File: config.mk
export PLATFORM = sky130hd
export DESIGN_NAME = request_credit_reserve_refund_top
export DESIGN_NICKNAME = d
export VERILOG_FILES = /design/src/rcrr_pkg.sv /design/src/rcrr_ctrl.sv /design/src/rcrr_dp.sv /design/src/request_credit_reserve_refund_top.sv
export SDC_FILE = /design/constraint.sdc
export NUM_CORES = 1
export LEC_CHECK = 0
export ABC_AREA = 1
export BUFFER_PORTS_ARGS = -buffer_cell sky130_fd_sc_hd__buf_2
export CORE_MARGIN = 1.5
export CORE_UTILIZATION = 45
export CTS_CLUSTER_SIZE = 12
export DETAILED_ROUTE_END_ITERATION = 8
export GPL_TIMING_DRIVEN = 0
export PLACE_DENSITY = 0.64
export SYNTH_ARGS = -nofsm -noshare
export SYNTH_HDL_FRONTEND = slang
export SYNTH_SLANG_ARGS = --single-unit
File: constraint.sdc
create_clock -name clk -period 13.7 [get_ports clk]
set_input_delay 0 -clock clk [delete_from_list [all_inputs] [get_ports clk]]
set_output_delay 0 -clock clk [all_outputs]
set_load 0.05 [all_outputs]
File: src/rcrr_pkg.sv
package rcrr_pkg;

	localparam int CFG_IDX_W = 3;
	localparam int CFG_DATA_W = 16;

	localparam logic [CFG_IDX_W-1:0] CFG_RECORD_KNOWN = 3'd0;
	localparam logic [CFG_IDX_W-1:0] CFG_RECORD_LIMIT = 3'd1;
	localparam logic [CFG_IDX_W-1:0] CFG_INNER_LIMIT = 3'd2;
	localparam logic [CFG_IDX_W-1:0] CFG_PHYSICAL_LIMIT = 3'd3;
	localparam logic [CFG_IDX_W-1:0] CFG_CACHE_LIMIT = 3'd4;

	localparam logic CMD_RESERVE = 1'b0;
	localparam logic CMD_REFUND = 1'b1;

	localparam logic [2:0] KIND_READ = 3'd0;
	localparam logic [2:0] KIND_WRITE = 3'd1;
	localparam logic [2:0] KIND_TRIM = 3'd2;
	localparam logic [2:0] KIND_FENCE = 3'd3;

	localparam logic [5:0] INNER_CEIL = 6'd32;
	localparam logic [4:0] SMALL_CEIL = 5'd31;

	typedef enum logic [2:0] {
		ST_OK = 3'd0,
		ST_INVALID = 3'd1,
		ST_UNKNOWN = 3'd2,
		ST_FULL = 3'd3,
		ST_EXHAUSTED = 3'd4,
		ST_INVARIANT = 3'd5
	} status_t;

	typedef struct packed {
		logic [5:0] inner;
		logic [4:0] physical;
		logic [4:0] cache;
		logic [4:0] record;
	} credit_t;

	typedef struct packed {
		logic load;
		logic exec;
	} ctrl_cmd_t;

	typedef struct packed {
		logic out_free;
	} ctrl_sts_t;

endpackage

File: src/rcrr_ctrl.sv
module rcrr_ctrl (
	input  logic                clk,
	input  logic                arst_n,
	input  logic                in_valid,
	output logic                in_stall,
	input  rcrr_pkg::ctrl_sts_t sts,
	output rcrr_pkg::ctrl_cmd_t cmd
);
	import rcrr_pkg::*;

	typedef enum logic [1:0] {
		S_IDLE = 2'b01,
		S_EXEC = 2'b10
	} state_t;

	state_t state_q;
	state_t state_d;

	always_comb begin
		state_d = state_q;
		cmd = '0;
		in_stall = 1'b1;
		unique case (state_q)
			S_IDLE: begin
				in_stall = 1'b0;
				if (in_valid) begin
					cmd.load = 1'b1;
					state_d = S_EXEC;
				end
			end
			S_EXEC: begin
				if (sts.out_free) begin
					cmd.exec = 1'b1;
					state_d = S_IDLE;
				end
			end
			default: state_d = S_IDLE;
		endcase
	end

	always_ff @(posedge clk or negedge arst_n) begin
		if (!arst_n) begin
			state_q <= S_IDLE;
		end else begin
			state_q <= state_d;
		end
	end

endmodule

File: src/rcrr_dp.sv
module rcrr_dp #(
	parameter int SLOT_COUNT = 16,
	parameter int ATOM_COUNT = 8
) (
	input  logic                                clk,
	input  logic                                arst_n,
	input  rcrr_pkg::ctrl_cmd_t                 cmd,
	output rcrr_pkg::ctrl_sts_t                 sts,
	input  logic                                cfg_we,
	input  logic [rcrr_pkg::CFG_IDX_W-1:0]      cfg_index,
	input  logic [rcrr_pkg::CFG_DATA_W-1:0]     cfg_data,
	input  logic                                command,
	input  logic [3:0]                          slot,
	input  logic [2:0]                          kind,
	input  logic [7:0]                          touch_mask,
	input  logic [7:0]                          atom_index,
	output logic                                out_valid,
	input  logic                                out_stall,
	output logic [2:0]                          status,
	output logic [5:0]                          inner_cost,
	output logic [4:0]                          physical_cost,
	output logic [4:0]                          cache_cost,
	output logic [4:0]                          record_cost
);
	import rcrr_pkg::*;

	localparam int IW = (SLOT_COUNT > 1) ? $clog2(SLOT_COUNT) : 1;
	localparam int XW = (IW > 4) ? IW : 4;
	localparam logic [7:0] LIVE_MASK = 8'((9'd1 << ATOM_COUNT) - 9'd1);

	logic            record_known_q;
	logic [15:0]     record_limit_q;
	logic [15:0]     inner_limit_q;
	logic [15:0]     physical_limit_q;
	logic [15:0]     cache_limit_q;

	logic [5:0]      inner_used_q;
	logic [4:0]      physical_used_q;
	logic [4:0]      cache_used_q;
	logic [15:0]     record_used_q;

	credit_t         mem_q [SLOT_COUNT];
	logic [SLOT_COUNT-1:0] rsv_q;

	logic            cmd_q;
	logic [2:0]      kind_q;
	logic [7:0]      mask_q;
	logic            atom_ok_q;
	logic            in_range_q;
	logic [IW-1:0]   idx_q;
	credit_t         ent_q;
	logic            ent_rsv_q;

	logic            out_valid_q;
	status_t         status_q;
	credit_t         out_q;

	logic [XW-1:0]   slot_x;
	logic [IW-1:0]   idx;
	logic [3:0]      n;
	credit_t         c;
	logic            well;
	logic            wr_or_trim;
	logic [16:0]     rec_sum;
	logic [6:0]      inner_sum;
	logic [5:0]      phys_sum;
	logic [5:0]      cache_sum;
	logic [5:0]      inner_cap;
	logic [4:0]      phys_cap;
	logic [4:0]      cache_cap;
	logic            under;
	status_t         st;
	credit_t         res;
	logic            do_reserve;
	logic            do_refund;

	assign slot_x = XW'(slot);
	assign idx = slot_x[IW-1:0];

	always_comb begin
		n = '0;
		for (int i = 0; i < 8; i++) begin
			n = n + {3'd0, mask_q[i] & LIVE_MASK[i]};
		end
		c = '0;
		well = 1'b1;
		unique case (kind_q)
			KIND_READ: begin
				c.inner = 6'd2;
				c.cache = 5'd1;
				well = atom_ok_q;
			end
			KIND_WRITE: begin
				c.inner = {n, 2'b00};
				c.physical = {n, 1'b0};
				c.cache = {n, 1'b0};
				c.record = {n, 1'b0};
				well = (n != 4'd0);
			end
			KIND_TRIM: begin
				c.inner = {1'b0, n, 1'b0};
				c.physical = {1'b0, n};
				c.cache = {1'b0, n};
				c.record = {1'b0, n};
				well = (n != 4'd0);
			end
			KIND_FENCE: well = 1'b1;
			default: well = 1'b0;
		endcase
	end

	assign wr_or_trim = (kind_q == KIND_WRITE) || (kind_q == KIND_TRIM);
	assign rec_sum = {1'b0, record_used_q} + 17'(c.record);
	assign inner_sum = {1'b0, inner_used_q} + {1'b0, c.inner};
	assign phys_sum = {1'b0, physical_used_q} + {1'b0, c.physical};
	assign cache_sum = {1'b0, cache_used_q} + {1'b0, c.cache};
	assign inner_cap = (inner_limit_q < 16'(INNER_CEIL)) ? inner_limit_q[5:0] : INNER_CEIL;
	assign phys_cap = (physical_limit_q < 16'(SMALL_CEIL)) ? physical_limit_q[4:0] : SMALL_CEIL;
	assign cache_cap = (cache_limit_q < 16'(SMALL_CEIL)) ? cache_limit_q[4:0] : SMALL_CEIL;
	assign under = (inner_used_q < ent_q.inner) || (physical_used_q < ent_q.physical) ||
		(cache_used_q < ent_q.cache) || (record_used_q < 16'(ent_q.record));

	always_comb begin
		st = ST_OK;
		res = '0;
		do_reserve = 1'b0;
		do_refund = 1'b0;
		priority if (!in_range_q) begin
			st = ST_INVALID;
		end else if (cmd_q == CMD_REFUND) begin
			if (ent_rsv_q) begin
				if (under) begin
					st = ST_INVARIANT;
				end else begin
					res = ent_q;
					do_refund = 1'b1;
				end
			end
		end else if (ent_rsv_q || !well) begin
			st = ST_INVALID;
		end else if (!record_known_q && wr_or_trim) begin
			st = ST_UNKNOWN;
		end else if (rec_sum > {1'b0, record_limit_q}) begin
			st = ST_FULL;
		end else if ((inner_sum > {1'b0, inner_cap}) || (phys_sum > {1'b0, phys_cap}) ||
			(cache_sum > {1'b0, cache_cap})) begin
			st = ST_EXHAUSTED;
		end else begin
			res = c;
			do_reserve = 1'b1;
		end
	end

	always_ff @(posedge clk or negedge arst_n) begin
		if (!arst_n) begin
			record_known_q <= 1'b1;
			record_limit_q <= 16'hFFFF;
			inner_limit_q <= 16'd32;
			physical_limit_q <= 16'd16;
			cache_limit_q <= 16'd16;
		end else if (cfg_we) begin
			unique case (cfg_index)
				CFG_RECORD_KNOWN: record_known_q <= cfg_data[0];
				CFG_RECORD_LIMIT: record_limit_q <= cfg_data;
				CFG_INNER_LIMIT: inner_limit_q <= cfg_data;
				CFG_PHYSICAL_LIMIT: physical_limit_q <= cfg_data;
				CFG_CACHE_LIMIT: cache_limit_q <= cfg_data;
				default: ;
			endcase
		end
	end

	always_ff @(posedge clk) begin
		if (cmd.load) begin
			cmd_q <= command;
			kind_q <= kind;
			mask_q <= touch_mask;
			atom_ok_q <= (32'(atom_index) < ATOM_COUNT);
			idx_q <= idx;
			ent_q <= mem_q[idx];
		end
		if (cmd.exec && do_reserve) begin
			mem_q[idx_q] <= c;
		end
		if (cmd.exec) begin
			status_q <= st;
			out_q <= res;
		end
	end

	always_ff @(posedge clk or negedge arst_n) begin
		if (!arst_n) begin
			in_range_q <= 1'b0;
			ent_rsv_q <= 1'b0;
			rsv_q <= '0;
			inner_used_q <= '0;
			physical_used_q <= '0;
			cache_used_q <= '0;
			record_used_q <= '0;
			out_valid_q <= 1'b0;
		end else begin
			if (cmd.load) begin
				in_range_q <= (32'(slot) < SLOT_COUNT);
				ent_rsv_q <= (32'(slot) < SLOT_COUNT) ? rsv_q[idx] : 1'b0;
			end
			if (cmd.exec && do_reserve) begin
				rsv_q[idx_q] <= 1'b1;
				inner_used_q <= inner_sum[5:0];
				physical_used_q <= phys_sum[4:0];
				cache_used_q <= cache_sum[4:0];
				record_used_q <= rec_sum[15:0];
			end
			if (cmd.exec && do_refund) begin
				rsv_q[idx_q] <= 1'b0;
				inner_used_q <= inner_used_q - ent_q.inner;
				physical_used_q <= physical_used_q - ent_q.physical;
				cache_used_q <= cache_used_q - ent_q.cache;
				record_used_q <= record_used_q - 16'(ent_q.record);
			end
			if (cmd.exec) begin
				out_valid_q <= 1'b1;
			end else if (!out_stall) begin
				out_valid_q <= 1'b0;
			end
		end
	end

	assign sts.out_free = !out_valid_q || !out_stall;
	assign out_valid = out_valid_q;
	assign status = status_q;
	assign inner_cost = out_q.inner;
	assign physical_cost = out_q.physical;
	assign cache_cost = out_q.cache;
	assign record_cost = out_q.record;

endmodule

File: src/request_credit_reserve_refund_top.sv
// channel  | handshake            | payload
// input    | in_valid / in_stall  | command slot kind touch_mask atom_index
// output   | out_valid / out_stall| status inner_cost physical_cost cache_cost record_cost
// config   | cfg_we               | cfg_index cfg_data
//
// An item passes through the idle state, which captures the beat and reads the slot entry,
// then the exec state, which checks costs, updates the counters and loads the output register.
// A stalled output beat holds the block in its exec state; the next input
// beat is taken while the last result still waits.
// Reset clears counters, slot reservations and restores the register defaults.
module request_credit_reserve_refund_top #(
	parameter int SLOT_COUNT = 16,
	parameter int ATOM_COUNT = 8
) (
	input  logic                            clk,
	input  logic                            arst_n,
	input  logic                            cfg_we,
	input  logic [rcrr_pkg::CFG_IDX_W-1:0]  cfg_index,
	input  logic [rcrr_pkg::CFG_DATA_W-1:0] cfg_data,
	input  logic                            in_valid,
	output logic                            in_stall,
	input  logic                            command,
	input  logic [3:0]                      slot,
	input  logic [2:0]                      kind,
	input  logic [7:0]                      touch_mask,
	input  logic [7:0]                      atom_index,
	output logic                            out_valid,
	input  logic                            out_stall,
	output logic [2:0]                      status,
	output logic [5:0]                      inner_cost,
	output logic [4:0]                      physical_cost,
	output logic [4:0]                      cache_cost,
	output logic [4:0]                      record_cost
);
	import rcrr_pkg::*;

	ctrl_cmd_t cmd;
	ctrl_sts_t sts;

	rcrr_ctrl u_ctrl (
		.clk      (clk),
		.arst_n   (arst_n),
		.in_valid (in_valid),
		.in_stall (in_stall),
		.sts      (sts),
		.cmd      (cmd)
	);

	rcrr_dp #(
		.SLOT_COUNT (SLOT_COUNT),
		.ATOM_COUNT (ATOM_COUNT)
	) u_dp (
		.clk           (clk),
		.arst_n        (arst_n),
		.cmd           (cmd),
		.sts           (sts),
		.cfg_we        (cfg_we),
		.cfg_index     (cfg_index),
		.cfg_data      (cfg_data),
		.command       (command),
		.slot          (slot),
		.kind          (kind),
		.touch_mask    (touch_mask),
		.atom_index    (atom_index),
		.out_valid     (out_valid),
		.out_stall     (out_stall),
		.status        (status),
		.inner_cost    (inner_cost),
		.physical_cost (physical_cost),
		.cache_cost    (cache_cost),
		.record_cost   (record_cost)
	);

endmodule

==> results.md <==
- Clock tree root driver cell: sky130_fd_sc_hd__clkbuf_16
- Number of port buffers: 69
- Drt first-iter violations: 1088
- Actual transition at the worst max-transition pin: around 1.3 ns
- Capturing element of the worst setup path: u_dp.mem_q[15][18]
- Clock skew: between 0.015 and 0.02 ns
- Antenna Nets Post-Route: 0
- Share of post-route cells with drive strength above 1: 12.05%
- Outcome: finished, final reports clean
- Final slew viol count: 0
- Slack of the critical path: around 6 ns
- Number of endpoints failing setup at the final stage: 0
- FF-to-FF setup slack: 5.93 ns
- Leak Pwr: 7.951 nW
- Worst flop-to-flop path endpoint: u_dp.mem_q[15][18]
- Latest clock arrival within the worst-skew pair: ~0.53 ns
- Setup repair after global routing missed its margin: false
- Clock buffer count from CTS: 35
- Most instantiated cells after synthesis: sky130_fd_sc_hd__nand2_1, sky130_fd_sc_hd__nor2_1, sky130_fd_sc_hd__edfxtp_1
- Post-synthesis instance area: 0.01584 mm2
- Start-to-end type of the worst setup path: reg -> reg
- Critical path startpoint category: flip-flop
- Area enclosed by the die boundary: 0.03634 mm2
- Clk buf depth: 3
- HPWL Detailed: 29770 um
- Net count after synthesis: 1741
- Util after Layout: between 50 and 60%
- Final instance area: 0.01851 mm2
- Number of standard cells in the final layout excluding fillers: ~2200
- Library cell occupying the most area in the post-synthesis netlist: sky130_fd_sc_hd__edfxtp_1
- Async set-or-reset flop fraction in the synthesized netlist: 36.91%
- Minimum setup slack after placement: 5.966 ns
- Largest net degree at the start of global routing: 88
- Area taken by multi-input logic gates: 0.006052 mm2
- CP max FO: 18
- Data required, critical path: 13.84 ns
- Proportion of netlist area held by the largest area contributor: 37.91%
- FP Rows: 68
- Die X: 190.6 um
- Post-CTS setup buffer count: 0
- WL/cell: 18.94 um
- Hold violation count in the final report: 0
- Clock period minus worst slack: 7.770 ns
- Total via count after detailed routing: 12244
- Maximum vdd ir drop: 0.1006 mV
- Vias in the first global route: 11945
- Cell Pwr Density: 128.9 mW/mm2
- Number of levels in the clock H-tree: 2
- Post-route worst hold slack: about 0.075 ns
- Met3 GRT Util: 3.809%
- Met2 track utilization from global routing: between 30% and 40%
- Floorplan core area: 0.03463 mm2
- Cells after DPL: 2139
- Routed wire length: ~43000 um
- Routing usage on met1: about a third
- Setup crit start: u_dp.mask_q[0]
- Mean post-synth cell area: 9.858 um2
- Number of distinct standard cells referenced by the synthesized netlist: 49
- Die extent in y: 190.6 um
- Global-route total usage across every layer: 24.02%
- Number of antenna violations at the first check in global routing: 0
- Seq. cell area: 0.008960 mm2
- Share of power burned in registers: 47.3%
- Fraction of power spent switching nets: 27.13%
- Final worst-path cycle share: 56.72%
- Routability congestion estimate from global placement: 0.8594
- Net load switching power: 0.6477 mW
- Reg2reg start: u_dp.mask_q[0]
- DRC violations left: 0
- Power share of the combinational group: 14.5%
- Number of warning messages in the yosys log: 0
- Post-cts hold buffer count: 48
- Type of the most critical hold path: in -> async
- Part of the Yosys area used for sequential elements: between 50% and 60%
- Number of enable-type register cells in the synthesized netlist: 200
- TritonCTS clock tree: done
- GRT overflow: 0
- I/O pin count: 74
- Clock edge transition at the registers on the reported setup and hold paths: 0.06 ns
- Yosys reg bits: 317
- Most frequently used flop master after synthesis: sky130_fd_sc_hd__edfxtp_1
- Worst setup EP type: flip-flop
- Data arrival time of the critical path: 7.91 ns
- Via density: 5.449
- Worst reg-to-reg path cell count: 27
- Part of the power in the clock network: 38.2%
- Total negative slack for setup checks: 0 ns
- Mapped Cells: roughly 1600
- Cells resized by post-CTS repair: 0
- Post-layout power: 2.387 mW
- Final #Nets: 1903
- Most area-consuming cells after synthesis: sky130_fd_sc_hd__edfxtp_1, sky130_fd_sc_hd__dfrtp_1, sky130_fd_sc_hd__nand2_1, sky130_fd_sc_hd__ha_1, sky130_fd_sc_hd__o21ai_0
- Fill cell total of the finished layout: 3086
- Routing layer with the top usage in global route: met2
- Sink count of the clock tree: ~320
- Slew HR: 12.67%
- Initial DRT Pass Iterations: 6
- Leading cell type by number of instances after synthesis: sky130_fd_sc_hd__nand2_1
- Top achievable clock speed: 128.7 MHz
- Growth of design area from synthesis to finish: 16.86%
- Int Pwr: 1.739 mW
- Count of inserted antenna diode cells: 0
- Total placed instance area: 0.01693 mm2
- Global-route wire length before repair: 66850 um
- Starting Density: 45.75%
- Number of max-cap violations: 0
[state kept, by name, summed over array words and instances (netlist names), 2 cells and up]
signal	cells
u_dp.mem_q	160
u_dp.cache_limit_q	16
u_dp.inner_limit_q	16
u_dp.physical_limit_q	16
u_dp.record_limit_q	16
u_dp.record_used_q	16
u_dp.rsv_q	16
u_dp.ent_q	10
u_dp.mask_q	8
u_dp.cache_used_q	5
u_dp.inner_used_q	5
u_dp.physical_used_q	5
u_dp.record_cost	5
u_dp.cache_cost	4
u_dp.idx_q	4
u_dp.kind_q	3
u_dp.status	3
u_ctrl.state_q	2
[metal layers]
metal  wire (um)  share of wire, %
met2       19100                45
met4         873               2.1
met5           0                 0
met1       19210                45
met3        3366               7.9
[logic make-up (layout without fill, tap and decap cells)]
kind of cell	count (synthesis)	in the layout	share of synthesized area (%)
adders and majority gates	86	86	7.361
DFF	317	317	56.56
buffers and inverters	205	390	5.521
and+or+nand+nor	643	643	16.99
other	1	1	0.02367
xor gates and xnor gates	41	41	2.267
AOI/OAI and AO/OA	314	314	11.28
[worst max-delay path: stages, from the launching register on]
cell and delay (ns):
sky130_fd_sc_hd__edfxtp_1 0.37, sky130_fd_sc_hd__ha_1 0.29, sky130_fd_sc_hd__inv_1 0.05, sky130_fd_sc_hd__fa_1 0.49, sky130_fd_sc_hd__fa_1 0.43, sky130_fd_sc_hd__fa_1 0.41
sky130_fd_sc_hd__fa_1 0.39, sky130_fd_sc_hd__xor2_1 0.25, sky130_fd_sc_hd__o22ai_2 0.86, sky130_fd_sc_hd__ha_1 0.34, sky130_fd_sc_hd__nand3_1 0.08, sky130_fd_sc_hd__nand2_1 0.12
sky130_fd_sc_hd__a21boi_2 0.08, sky130_fd_sc_hd__nor2_1 0.32, sky130_fd_sc_hd__nand2_1 0.13, sky130_fd_sc_hd__nor2_1 0.19, sky130_fd_sc_hd__nand3_1 0.11, sky130_fd_sc_hd__xor2_1 0.15
sky130_fd_sc_hd__inv_1 0.07, sky130_fd_sc_hd__ha_1 0.29, sky130_fd_sc_hd__nand2_1 0.05, sky130_fd_sc_hd__inv_1 0.07, sky130_fd_sc_hd__nand3_1 0.07, sky130_fd_sc_hd__nor3_1 0.14
sky130_fd_sc_hd__nand4_1 0.22, sky130_fd_sc_hd__nand2_1 0.21, sky130_fd_sc_hd__nand4_4 0.21, sky130_fd_sc_hd__nor2_1 0.96
[power by group through the flow]
stage               Sequential (mW)  Clock [mW]  Combinational (mW)
detailed placement             1.15           0               0.332
finish                         1.13       0.912               0.346
global route                   1.13       0.962               0.390
floorplan                      1.14           0               0.214
CTS                            1.13       0.925               0.346
global placement               1.14           0               0.307
[worst min-delay path by stage]
stage,endpoint,start,slack [ns],cells past startpoint
floorplan,u_ctrl.state_q[1],arst_n,-0.30,0
global placement,u_dp.mask_q[2],touch_mask[2],0.18,1
detailed placement,u_dp.record_used_q[5],arst_n,-0.10,1
CTS,u_dp.record_limit_q[4],arst_n,0.07,2
global route,u_dp.record_limit_q[4],arst_n,0.11,2
finish,u_dp.record_limit_q[4],arst_n,0.07,2
[area by class of cell]
| class | count | area share [%] |
|---|---|---|
| sequential | 317 | 48.40 |
| multi-input combinational | 1085 | 32.69 |
| clock buffer | 50 | 5.312 |
| timing repair buffer | 125 | 5.150 |
| tap | 455 | 3.075 |
| inverter | 128 | 2.595 |
| buffer | 77 | 2.129 |
| clock inverter | 10 | 0.6488 |
[cell usage in the layout (no fill, tap or decap), types with 3 or more instances in the layout]
master	Yosys	final
sky130_fd_sc_hd__buf_8	1	5
sky130_fd_sc_hd__or2_2	3	3
sky130_fd_sc_hd__clkbuf_8	0	3
sky130_fd_sc_hd__nor2_2	3	6
sky130_fd_sc_hd__o22ai_2	0	6
sky130_fd_sc_hd__dfrtp_1	96	96
sky130_fd_sc_hd__o22ai_1	18	12
sky130_fd_sc_hd__o21ai_0	179	179
sky130_fd_sc_hd__xnor2_1	6	6
sky130_fd_sc_hd__o221ai_1	32	32
sky130_fd_sc_hd__nor3_1	9	9
sky130_fd_sc_hd__o21ai_1	22	22
sky130_fd_sc_hd__nand3b_1	4	4
sky130_fd_sc_hd__dlygate4sd3_1	0	48
sky130_fd_sc_hd__nand2_1	337	337
sky130_fd_sc_hd__buf_1	3	3
sky130_fd_sc_hd__buf_4	15	15
sky130_fd_sc_hd__clkbuf_1	43	54
sky130_fd_sc_hd__nand3_1	46	46
sky130_fd_sc_hd__nand2_2	3	3
sky130_fd_sc_hd__fa_1	12	12
sky130_fd_sc_hd__nor4_1	6	6
sky130_fd_sc_hd__edfxtp_1	200	200
sky130_fd_sc_hd__o21bai_1	4	4
sky130_fd_sc_hd__a21o_1	4	4
sky130_fd_sc_hd__clkbuf_16	0	36
sky130_fd_sc_hd__buf_6	3	7
sky130_fd_sc_hd__buf_2	12	80
sky130_fd_sc_hd__xor2_1	35	35
sky130_fd_sc_hd__a21oi_1	37	37
sky130_fd_sc_hd__ha_1	74	74
sky130_fd_sc_hd__clkinv_2	0	4
sky130_fd_sc_hd__o211ai_1	10	10
sky130_fd_sc_hd__inv_1	125	125
sky130_fd_sc_hd__nand4_1	8	8
sky130_fd_sc_hd__nor2_4	10	10
sky130_fd_sc_hd__nor2_1	206	203
sky130_fd_sc_hd__dfstp_2	21	21
Note: power is estimated with default switching activity, not from simulation.
